File: src/rtl/qrs_pkg.sv
// ----------------------------------------------------------------------------
// qrs_pkg
// shared constants, status codes and pipeline types of the quadratic solver
// ----------------------------------------------------------------------------
`default_nettype none
package qrs_pkg;
	localparam int WORD_BITS_DEF = 32;
	localparam int FRAC_BITS_DEF = 16;
	localparam int STATUS_W      = 3;
	localparam int REG_IDX_W     = 2;

	localparam logic [STATUS_W-1:0] ST_OK       = 3'd0;
	localparam logic [STATUS_W-1:0] ST_NEG_DISC = 3'd1;
	localparam logic [STATUS_W-1:0] ST_NO_ROOT  = 3'd2;
	localparam logic [STATUS_W-1:0] ST_A_ZERO   = 3'd3;
	localparam logic [STATUS_W-1:0] ST_SAT      = 3'd4;

	localparam logic [REG_IDX_W-1:0] REG_SQUARE   = 2'd0;
	localparam logic [REG_IDX_W-1:0] REG_LINEAR   = 2'd1;
	localparam logic [REG_IDX_W-1:0] REG_CONSTANT = 2'd2;

	// control that travels along the cell chain with an item
	typedef struct packed {
		logic                valid;
		logic                done;
		logic [STATUS_W-1:0] status;
	} ctl_t;
endpackage
`default_nettype wire

File: src/rtl/qrs_div_cell.sv
// ----------------------------------------------------------------------------
// qrs_div_cell
// one quotient bit of a restoring division over a pipelined chain
// ----------------------------------------------------------------------------
`default_nettype none
module qrs_div_cell
	import qrs_pkg::*;
#(
	parameter int NW = 80,
	parameter int DVW = 64
) (
	input  wire logic           clk,
	input  wire logic           arst_n,
	input  wire logic           en,
	input  wire ctl_t           ctl_in,
	input  wire logic [NW-1:0]  num_in,
	input  wire logic [DVW:0]   rem_in,
	input  wire logic [DVW-1:0] den_in,
	output ctl_t                ctl_out,
	output logic [NW-1:0]       num_out,
	output logic [DVW:0]        rem_out,
	output logic [DVW-1:0]      den_out
);
	logic [DVW+1:0] r2;
	logic           take;

	always_comb begin
		r2   = {rem_in, num_in[NW-1]};
		take = r2 >= {2'b00, den_in};
	end

	always_ff @(posedge clk or negedge arst_n) begin
		if (!arst_n) begin
			ctl_out <= '0;
		end else if (en) begin
			ctl_out <= ctl_in;
		end
	end

	// quotient bits shift into the low end of the numerator word
	always_ff @(posedge clk) begin
		if (en) begin
			rem_out <= take ? (DVW+1)'(r2 - {2'b00, den_in}) : r2[DVW:0];
			num_out <= {num_in[NW-2:0], take};
			den_out <= den_in;
		end
	end
endmodule
`default_nettype wire

File: config.mk
export PLATFORM = sky130hd
export DESIGN_NAME = qrs_div_cell
export DESIGN_NICKNAME = d
export VERILOG_FILES = /design/src/rtl/qrs_pkg.sv /design/src/rtl/qrs_div_cell.sv
export SDC_FILE = /design/constraint.sdc
export NUM_CORES = 1
export LEC_CHECK = 0
export ABC_CLOCK_PERIOD_IN_PS = 800
export BUFFER_PORTS_ARGS = -buffer_cell sky130_fd_sc_hd__buf_2
export CAP_MARGIN = 0
export CORE_AREA = 2 2 167 169
export CTS_BUF_LIST = sky130_fd_sc_hd__clkbuf_8
export CTS_CLUSTER_SIZE = 10
export DETAILED_ROUTE_END_ITERATION = 10
export DIE_AREA = 0 0 169 171
export PLACE_DENSITY = 0.71
export REMOVE_ABC_BUFFERS = 1
export SLEW_MARGIN = 0
export SYNTH_ARGS = -nofsm -noshare
export SYNTH_HDL_FRONTEND = slang
export SYNTH_SLANG_ARGS = --single-unit
File: constraint.sdc
create_clock -name clk -period 0.8 [get_ports clk]
set_clock_uncertainty 0.1 [all_clocks]
set_input_delay 0.08 -clock clk [delete_from_list [all_inputs] [get_ports clk]]
set_output_delay 0.08 -clock clk [all_outputs]
set_load 0.01 [all_outputs]
# Word level (Yosys, flattened, before mapping)
# Cells that the tools add are included.
# W data, S select, Z words.
[totals] regBits=214 word_cells=9 inputBits=217 out_inout_bits=214
[op_classes] n_mux=1 addsub=1 magnitude_cmp=1
[op_table] cell="$ge A66 B64 Y1" n=1
[op_table] cell="$mux W65" n=1
[op_table] cell="$sub A65 B64 Y65" n=1

# Logic depth before layout (Yosys ltp)
[logic_depth] word_depth=2 ltp_mapped=16 depth_no_buf=14

# Worst setup path before layout
# Ideal clock, no wire load.
[synth_path] kind="input to register" from="input num_in[79]" to="register rem_out[60], data pin" arrival_time_ns=2.790 path_buffers=0 required_ns=0.445 setup_ns=0.255 cell_stages=14 path_slack_ns=-2.346 path_cell_list="inv_1 -> ha_1 -> inv_1 -> fa_1 -> a21o_1 -> a221o_1 -> nand3_1 -> nand3_1 -> a41oi_1 -> o41a_1 -> o21ba_2 -> o21ai_1 -> or4_1 -> and3_1"
[synth_between] elab_chain_len=2 elab_cells_between_ends=3 cone_classes="add/sub (1); order compare (1); mux (1)"
[synth_lines] item="from (decl)" line_no="qrs_div_cell.sv:16" source="input wire logic [NW-1:0] num_in,"
[synth_lines] item="$sub A65 B64 Y65 or $ge A66 B64 Y1 (tied branches)" line_no="qrs_div_cell.sv:43, qrs_div_cell.sv:29"
[synth_lines] item="$mux W65 (*)" line_no="qrs_div_cell.sv:43" source="rem_out <= take ? (DVW+1)'(r2 - {2'b00, den_in}) : r2[DVW:0];"
[synth_lines] item="to (signal assigned)" line_no="qrs_div_cell.sv:43"
[synth_lines] item="to (decl)" line_no="qrs_div_cell.sv:21" source="output logic [DVW:0] rem_out,"
# Mark *: on every way between the ends. The rest lies on a longest branch, timed or not.
# A chain may end at the register's enable or synchronous reset.

# Worst setup path after layout
[layout_path] from="input num_in[79]" to="register rem_out[59], data pin"
# Same word-level chain as after synthesis.

==> out/qor.yml <==
fin_area_um2: 21000
violations: "hold timing, setup timing"
pwr-share-clk_pct: 26.4
hold_viol: 54
setup_viol: 285
crit_required_ps: 1000
reg2reg_from: "ctl_out[4]$_DFFE_PN0P_"
cts_buffers: 37
clock_latency_ps: 540
synthTopCellsByArea: "edfxtp_1, ha_1, nand2_1, o21ai_0, a21oi_1"
routabilityCongestion: 0.9124
worstReg2RegEnd: "ctl_out[4]$_DFFE_PN0P_"
setup_slack_ps: -1924
layout.nets: 2316
dp_hpwl_um: 31180
grt_pass1_vias: 13435
finalMaxSlewViolations: 0
chipWidth_um: 169
synthFlopType: "edfxtp_1"
synth_top_family_by_area: "compound AO/OA/AOI/OAI gates"
cts_num_sinks: 214
min_from: "en"
worst_slew_pin_slew_ps: 519.2
status: "finished, violations left"
drt-initial-drc-count: 1206
netlist_area_um2: 11400
end_kind: "flop"
clk_path_buf_depth: 3
p_per_area_nw_per_um2: 1736
synth-edff-count: 209
initial_core_util_pct: 41.72
max_freq_mhz: 367.2
dieArea_um2: 28900
internal_power_mw: 24.82
critical_path_arrival_ps: 2920
cp-start-kind: "input port"
place_inst: 2077
grt-ovfl-total: 0
core_area_um2: 27320
area_delta_synth_final_pct: 84.24
drc: 0
final_common_cell: "buf_2"
synth_cell_types: 71
whs_path_depth: 1
io_buffers: 430
maxCapViolCount: 0
cts_tree: "built"
rsz0062_at_grt: "yes"
fillers: 1640
yosys_warnings: 0
critical_path_class: "in -> reg"
r2r_setup_slack_ps: -230
p_comb_share_pct: 34.3
preCtsSetupSlack_ps: -2711
routed_wl_um: 52400
max_slew_margin_pct: 65.02
ys_ff_latch: 214
p_switching_mw: 11.63
postSynth.asyncResetShare_pct: 2.336
p_leak_nw: 9.663
synth_top_cell_area_share_pct: 55.06
dr.pass1.iters: 5
antenna_left: 0
path_clk_slew_ps: 60
yosys.area.top_type: "edfxtp_1"
antenna_found_initial: 5
io_pins: 431
vdd_drop_max_mv: 1.300
crit_chain: "buf_8, inv_4, ha_4, inv_2, fa_2, a21o_1, a221o_1, and4_4, o31ai_4, a21o_1, a31oi_4, a41oi_4, buf_6, buf_12, buf_12, nor3b_2, mux2i_1, nand2_1"
synth_compound_area_share_pct: 15.31
routedWlPerCell_um: 21.75
final_cell_mix: "buf_2, buf_4, edfxtp_1"
placed_cell_area_um2: 16230
slowest_delay_ps: 340
synthAdderAreaFrac_pct: 7.201
pwr-share-seq_pct: 39.3
grt_usage_pct: 33.83
synth.avg_cell_area_um2: 11.07
final_cells: 2409
muxShareOfSynthArea_pct: 0.9769
hp-class: "in -> reg"
crit_slowest_cell: "a221o_1"
viasPerCell: 5.439
seq_area_frac_synth_pct: 56.16
layout-drive-gt1-share_pct: 49.05
path_max_fanout: 8
row_count: 61
syn_inst: 1030
switching_share_pct: 31.90
total_power_mw: 36.45
route.vias.total: 13102
die_h_um: 171
htreeDepth: 2
synth_xor_area_share_pct: 4.226
reg2reg_depth: 2
grt_max_degree: 41
min_period_ps: 2724
timing.hold.ws_ps: -195.0
grt_pass1_wl_um: 74920
post-route-period-util_pct: 340.5
yosys.area_share.simple_pct: 11.91
tns_ps: -218430
whs_endpoint: "den_out[32]$_DFFE_PP_"
clockRootBuffer: "clkbuf_8"
worst max path at each step:
stage                    start                     to  slack (ps)  cells past startpoint
finish              num_in[79]  rem_out[59]$_DFFE_PP_       -1920                     18
global route        num_in[79]  rem_out[59]$_DFFE_PP_       -2070                     18
CTS                 num_in[79]  rem_out[62]$_DFFE_PP_       -1870                     17
detailed placement  num_in[79]  rem_out[35]$_DFFE_PP_       -2710                     15
global placement    num_in[79]  rem_out[36]$_DFFE_PP_       -2640                     14
floorplan           num_in[79]  rem_out[61]$_DFFE_PP_       -4610                     14
critical path: cells and delay by family:
kind	cells	cell delay (ps)
AO/OA/AOI/OAI	6	1340
adder cells (fa/ha/maj)	2	460
buffers and inverters	6	610
multiplexers	1	150
AND/OR/NAND/NOR	3	290
final cells by class:
class                   instances  area (µm²)  share of cell area [%]
multi-input cells             696        5533                   26.35
diodes                          2       5.005                 0.02383
repair buffers               1001        7637                   36.37
well taps                     346       432.9                   2.061
flip-flops and latches        214        6401                   30.48
clock buffers                  37       509.2                   2.425
clock inverters                29       153.9                  0.7328
inverters                      84       327.8                   1.561
through the flow:
step	hold slack, ps	util [%]
finish	-195.0	76.86
floorplan	-315.6	-
global route	-211.9	76.86
global placement	-204.9	59.41
CTS	-201.4	75.10
detailed placement	-199.7	59.41
repair_timing:
action	in CTS	in global routing
gates resized for setup	236	119
pin swaps	77	33
setup buffers	40	10
endpoints found under the hold margin	348	95
hold buffers	208	1
setup endpoints to repair	285	290
gates cloned	10	1
per-layer routing:
metal / vias to the layer above / routed length, µm / global-route usage (%)
met4: 8 / 3868 / 21.66
met5: - / 44 / 0
li1: 5812 / - / -
met1: 6171 / 18150 / 36.96
met3: 285 / 4534 / 8.328
met2: 826 / 25800 / 59.07
logic make-up after synthesis:
logic type,after synthesis
AO/OA/AOI/OAI,280
flip-flops,214
AND/OR/NAND/NOR,286
multiplexers,10
buffers and inverters,120
adder cells (fa/ha/maj),65
XOR/XNOR,55
Yosys cell counts (all sizes together), types with 3 or more instances:
library cell	instances
nor3b	3
edfxtp	209
a21o	35
a21oi	78
xor2	23
or2	4
nor3	11
and2	8
nand3	17
xnor2	32
o31ai	6
o21bai	9
dfrtp	5
and4	6
o21a	8
or4	3
a21boi	5
mux2	9
and3	12
ha	64
nor4	9
nor2b	8
nand4	18
clkbuf	21
a211oi	5
a31oi	7
inv	84
nand2	126
o21ai	95
nor2	52
buf	15
nand2b	5
o22ai	3
flip-flops by register name, summed over array words and instances, names as in the netlist:
name / cells
num_out: 80
rem_out: 65
den_out: 64
ctl_out: 5
power by group through the flow:
stage	Sequential (mW)	Combinational, mW	Clock [mW]
finish	14.3	12.5	9.62
global route	14.4	13.2	10.1
CTS	14.2	11.3	9.34
detailed placement	14.4	8.91	0
global placement	14.4	8.75	0
floorplan	15.0	3.25	0
Power figures use the tool's default switching activity.
