==> src/rtl/qrs_pkg.sv <==
// ----------------------------------------------------------------------------
// qrs_pkg
// shared constants, status codes and pipeline types of the quadratic solver
// ----------------------------------------------------------------------------
`default_nettype none
package qrs_pkg;
	localparam int WORD_BITS_DEF = 32;
	localparam int FRAC_BITS_DEF = 16;
	localparam int STATUS_W      = 3;
	localparam int REG_IDX_W     = 2;

	localparam logic [STATUS_W-1:0] ST_OK       = 3'd0;
	localparam logic [STATUS_W-1:0] ST_NEG_DISC = 3'd1;
	localparam logic [STATUS_W-1:0] ST_NO_ROOT  = 3'd2;
	localparam logic [STATUS_W-1:0] ST_A_ZERO   = 3'd3;
	localparam logic [STATUS_W-1:0] ST_SAT      = 3'd4;

	localparam logic [REG_IDX_W-1:0] REG_SQUARE   = 2'd0;
	localparam logic [REG_IDX_W-1:0] REG_LINEAR   = 2'd1;
	localparam logic [REG_IDX_W-1:0] REG_CONSTANT = 2'd2;

	// control that travels along the cell chain with an item
	typedef struct packed {
		logic                valid;
		logic                done;
		logic [STATUS_W-1:0] status;
	} ctl_t;
endpackage
`default_nettype wire

==> src/rtl/qrs_sqrt_cell.sv <==
// ----------------------------------------------------------------------------
// qrs_sqrt_cell
// one digit of a restoring square root over a pipelined chain
// ----------------------------------------------------------------------------
`default_nettype none
module qrs_sqrt_cell
	import qrs_pkg::*;
#(
	parameter int DW = 128,
	parameter int RW = 64,
	parameter int STEP = 0,
	parameter int PW = 32
) (
	input  wire logic          clk,
	input  wire logic          arst_n,
	input  wire logic          en,
	input  wire ctl_t          ctl_in,
	input  wire logic [DW-1:0] rem_in,
	input  wire logic [RW-1:0] root_in,
	input  wire logic [PW-1:0] pass_in,
	output ctl_t               ctl_out,
	output logic [DW-1:0]      rem_out,
	output logic [RW-1:0]      root_out,
	output logic [PW-1:0]      pass_out
);
	localparam int SH = 2 * (RW - 1 - STEP);
	logic [DW+1:0] trial;
	logic [DW+1:0] rem_sh;
	logic          take;

	always_comb begin
		trial  = ({{(DW+2-RW){1'b0}}, root_in} << 2 | {{(DW+1){1'b0}}, 1'b1}) << SH;
		rem_sh = {2'b00, rem_in};
		take   = rem_sh >= trial;
	end

	always_ff @(posedge clk or negedge arst_n) begin
		if (!arst_n) begin
			ctl_out <= '0;
		end else if (en) begin
			ctl_out <= ctl_in;
		end
	end

	always_ff @(posedge clk) begin
		if (en) begin
			rem_out  <= take ? DW'(rem_sh - trial) : rem_in;
			root_out <= {root_in[RW-2:0], take};
			pass_out <= pass_in;
		end
	end
endmodule
`default_nettype wire

==> config.mk <==
export PLATFORM = sky130hd
export DESIGN_NAME = qrs_sqrt_cell
export DESIGN_NICKNAME = d
export VERILOG_FILES = /design/src/rtl/qrs_pkg.sv /design/src/rtl/qrs_sqrt_cell.sv
export SDC_FILE = /design/constraint.sdc
export NUM_CORES = 1
export LEC_CHECK = 0
export ABC_AREA = 1
export BUFFER_PORTS_ARGS = -buffer_cell sky130_fd_sc_hd__buf_4
export CAP_MARGIN = 20
export CORE_AREA = 4 4 176 178
export DETAILED_ROUTE_END_ITERATION = 12
export DIE_AREA = 0 0 180 182
export HOLD_SLACK_MARGIN = 0.05
export PLACE_DENSITY = 0.65
export SYNTH_ARGS = -nofsm -noshare
export SYNTH_HDL_FRONTEND = slang
export SYNTH_SLANG_ARGS = --single-unit
==> constraint.sdc <==
create_clock -name clk -period 0.8 [get_ports clk]
set_input_delay 0.12 -clock clk [delete_from_list [all_inputs] [get_ports clk]]
set_output_delay 0.12 -clock clk [all_outputs]
set_load 0.02 [all_outputs]
After elaboration in Yosys (flattened, before gate mapping). Index checks and enable logic that the tools add are counted.

Bits in registers: 229. Latch bits: 0. Bits in writable memories: 0. ROM bits: 0. Input bits: 232. Output and inout bits: 229. Logic and storage cells: 9. Memories kept: 0.

Add/subtract/negate cells: 1. $mul: 0. Divide/modulo/power cells: 0. Order comparisons: 1. Equality and inequality tests: 0. Shifts and indexed selects: 0. Mux-type cells: 1. Bitwise logic cells: 0. Reduce and logical (&&, ||, !) cells: 0.

Operators by type and width (number): >= comparator 128 x 130 -> 1 bit (1); two-way mux 128 bit (1); subtractor 128 x 127 -> 128 bit (second input constant) (1).

Depth between registers and ports, before layout.
Depth in word-level cells: 2. Mapped depth: 11. Gate-level depth less buffers: 11.

Worst setup path before layout. Ideal clock, no wire load.

Path type: input -> register. Start: in rem_in[127]. End: reg rem_out[126] (data pin). Library setup time: 0.253 ns. Data arrival time: 0.915 ns. Required time: 0.547 ns. Slack: -0.368 ns. Stages on the path: 11. Path buffers: 0. Path through: inv_1 ha_1 nand2_1 nor2_1 nand2_1 nor2_1 nand2_1 nor2_1 nand2_1 nand3_1 nand2_1.

Word-level cells in the longest chain between the ends: 2.

Ends and longest elaborated chain: start: declaration (line qrs_sqrt_cell.sv:18) `input wire logic [DW-1:0] rem_in,`; >= comparator 128 x 130 -> 1 bit (line qrs_sqrt_cell.sv:34) `take = rem_sh >= trial;`; two-way mux 128 bit (line qrs_sqrt_cell.sv:47) `rem_out <= take ? DW'(rem_sh - trial) : rem_in;`; end signal: assignment (line qrs_sqrt_cell.sv:47); end: declaration (line qrs_sqrt_cell.sv:22) `output logic [DW-1:0] rem_out,`.

No other way between the ends. A chain may end at the register's enable or synchronous reset.

Worst setup path after layout.
Start: reg root_out[0]. End: out root_out[0].

RTL lines: start: declaration (line qrs_sqrt_cell.sv:23) `output logic [RW-1:0] root_out,`; start signal: assignment (line qrs_sqrt_cell.sv:48) `root_out <= {root_in[RW-2:0], take};`.

No word-level cell between the ends.

==> flow_metrics.py <==
metrics = {
    "run_status": {
        "run_status": "complete, but fails checks",
        "failed_checks": "negative setup slack",
    },
    "sta": {
        "slew_headroom_pct": 82.0,
        "fin_tns_setup_ns": -85.97,
        "setup_viol": 232,
        "hold_viol_final": 0,
        "final.period_utilization_pct": 156,
        "timing_max_transition_violations_final": 0,
        "rsz_0062_raised_after_global_routing": "true",
        "post-route-min-period_ns": 1.25,
        "maxClockFrequency_ghz": 0.801,
        "final.setup.worst_slack_ns": -0.449,
        "tightest_slew_ns": 0.270,
        "fin_worst_skew_ns": 0,
    },
    "die": {
        "initial_core_util_pct": 27.1,
        "chipHeight_um": 182,
        "core_region_area_um2": 29400,
        "io_pins": 461,
        "row_count": 63,
        "die_width_um": 180,
        "dieArea_um2": 32800,
    },
    "cts": {
        "cts_post_setup_buffers_inserted": 0,
        "clock_tree.htree_level_count": 1,
        "clk_buf_depth": 3,
        "clock_tree_from_tritoncts": "yes",
        "worstSkewPairLatency_ns": 0.52,
        "clock_sink_count": 229,
        "tritoncts.num_buffers": 26,
        "cts.clk_slew.worst_paths_ns": 0.06,
        "clk_root_buffer_cell": "sky130_fd_sc_hd__clkbuf_16",
    },
    "layout": {
        "final_cells": 1726,
        "area_delta_synth_final_pct": 116,
        "layout-drive-gt1-share_pct": 50.1,
        "antenna-diode-count": 0,
        "nets": 1551,
        "layout_commonest_cell": "sky130_fd_sc_hd__buf_4",
        "fillers": 2163,
        "final_cell_mix": "sky130_fd_sc_hd__buf_4, sky130_fd_sc_hd__buf_6, sky130_fd_sc_hd__dlygate4sd3_1, sky130_fd_sc_hd__edfxtp_1, sky130_fd_sc_hd__nor2_1",
    },
    "min_path": {
        "min_delay_worst_endpoint": "root_out[0]$_DFFE_PP_",
        "holdCritPathClass": "input port to flip-flop",
        "whs_path_depth": 4,
        "hold_path.startpoint": "root_in[1]",
    },
    "setup_path": {
        "critPathKind": "flip-flop to primary output",
        "crit_path_start_kind": "flip-flop",
        "r2r_setup_slack_ns": 0.01,
        "timing.critical_path.cells": "buf_6",
        "r2r_end": "ctl_out[2]$_DFFE_PN0P_",
        "cp_max_fo": 1,
        "worstSetupEndpointType": "primary output",
        "timing.critical_path.required_ns": 0.68,
        "beginning_of_the_worst_register_to_register_path": "ctl_out[2]$_DFFE_PN0P_",
        "critical_path_buf_inv_count": 1,
        "cp_data_arrival_time_ns": 1.13,
        "cp_slowest_cell": "sky130_fd_sc_hd__edfxtp_1",
        "timing.reg2reg.worst_path_depth": 1,
        "crit_family": "flip-flops",
        "slowest_delay_ns": 0.45,
    },
    "route": {
        "wl_met3_um": 3000,
        "drt-wirelength-per-cell_um": 20.3,
        "drt_total_wl_um": 35000,
        "detailedRoute.firstPassIterationCount": 4,
        "drc_markers": 0,
        "ant_nets": 0,
        "via_cell_ratio": 4.37,
        "route.vias.total": 7534,
        "wl_met1_um": 12200,
        "dr_wl_met2_um": 18700,
        "detail_route.iter0.violations": 362,
        "top_layer_used": "met5",
    },
    "yosys": {
        "yosysWarnings": 0,
        "post_synth.cell_area_avg_um2": 15.9,
        "synthCells": 502,
        "postSynthNetCount": 736,
        "synthDominantAreaCellType": "sky130_fd_sc_hd__edfxtp_1",
        "post_synth_num_cell_types": 10,
        "netlist_top_cells_area": "sky130_fd_sc_hd__edfxtp_1, sky130_fd_sc_hd__nor2_1, sky130_fd_sc_hd__nand2_1",
        "synth.yosys.seq_area_share_pct": 86.1,
        "synthesis.area_um2": 7960,
        "synthDominantCellAreaShare_pct": 84.5,
        "ffs_latches_synth": 229,
    },
    "place": {
        "place_hpwl_um": 23100,
        "pre_cts_ws_ns": -0.856,
        "globalplace.congestion": 0.832,
        "dp.cells": 1446,
        "portBuffers": 459,
    },
    "global_route": {
        "grt_first_pass_wirelength_um": 49800,
        "grt_overflow": 0,
        "antenna_found_initial": 1,
        "globalRouteTotalUtil_pct": 19.8,
        "number_of_global_route_vias_before_repair": 8176,
        "maximum_number_of_pins_on_one_net_before_global_route_repair": 22,
    },
    "power": {
        "total_power_mw": 34.0,
        "power.ir.vdd_worst_uv": 1200,
        "power-per-cell-area_nw_per_um2": 1980,
        "static-leakage-power_nw": 7.13,
    },
    "job": {
        "max_cap_violations": 0,
    },
}
## sequential cells by signal, summed over array words and instances (netlist names)
| name | flops |
|---|---|
| rem_out | 128 |
| pass_out | 32 |
| root_out | 64 |
| ctl_out | 5 |
## power by group
group | leakage [nW] | internal, mW | total [mW] | switching (mW)
clock network | 0.437 | 7.76 | 12.7 | 4.91
registers | 2.25 | 14.3 | 14.8 | 0.488
logic | 4.44 | 3.67 | 6.61 | 2.94
total | 7.13 | 25.7 | 34.0 | 8.34
## synthesized netlist by cell type, drive strengths merged
cell type / instances
nand2: 87
nor2: 166
edfxtp: 224
o21ai: 1
inv: 6
nand3: 6
dfrtp: 5
ha: 2
mux2: 5
## stage by stage
| step | util [%] | hold slack (ns) | cell area (um^2) |
|---|---|---|---|
| 2_1_floorplan | - | -0.176 | 8010 |
| 3_3_place_gp | 43.5 | -0.0705 | 12800 |
| 3_5_place_dp | 43.5 | -0.0705 | 12800 |
| 4_1_cts | 57.7 | 0.0409 | 17000 |
| 5_1_grt | 58.4 | 0.0497 | 17200 |
| 6_report | 58.4 | 0.0662 | 17200 |
## final cells by class
cell class	instances	area [um^2]	area share (%)
timing repair buffer	787	7550	43.9
sequential	229	6860	39.9
multi-input combinational	267	1340	7.79
clock buffer	29	683	3.98
tap	390	488	2.84
clock inverter	18	225	1.31
inverter	6	35.0	0.204
## timing repair
action	CTS	global route
hold buffers	232	3
pin swaps	30	36
gates resized for setup	259	61
setup endpoints to repair	232	240
cloned	0	1
hold endpoints to repair	245	7
## layer usage
| metal | GRT usage (%) | up-vias |
|---|---|---|
| met4 | 6.00 | 2 |
| met3 | 6.13 | 68 |
| met2 | 37.5 | 400 |
| met5 | 0 | - |
| met1 | 21.0 | 3664 |
| li1 | - | 3400 |
## worst max-delay path by stage
stage | startpoint | to | slack [ns] | depth (start not counted)
floorplan | rem_in[127] | rem_out[126]$_DFFE_PP_ | -0.26 | 11
global placement | rem_in[2] | rem_out[127]$_DFFE_PP_ | -0.90 | 11
detailed placement | rem_in[2] | rem_out[127]$_DFFE_PP_ | -0.86 | 11
CTS | root_out[0]$_DFFE_PP_ | root_out[0] | -0.49 | 1
global route | root_out[0]$_DFFE_PP_ | root_out[0] | -0.51 | 1
finish | root_out[0]$_DFFE_PP_ | root_out[0] | -0.45 | 1
## cells by family (layout without fill, tap and decap cells)
family          count (synthesis)  after routing  synth area share [%]
simple gates                  259            259                  12.5
fa+ha+maj                       2              2                 0.314
flops                         229            229                  86.1
mux                             5              5                 0.707
buf+inv                         6            840                 0.283
compound gates                  1              1                 0.110
No activity file was read; power rests on OpenSTA's default activity.
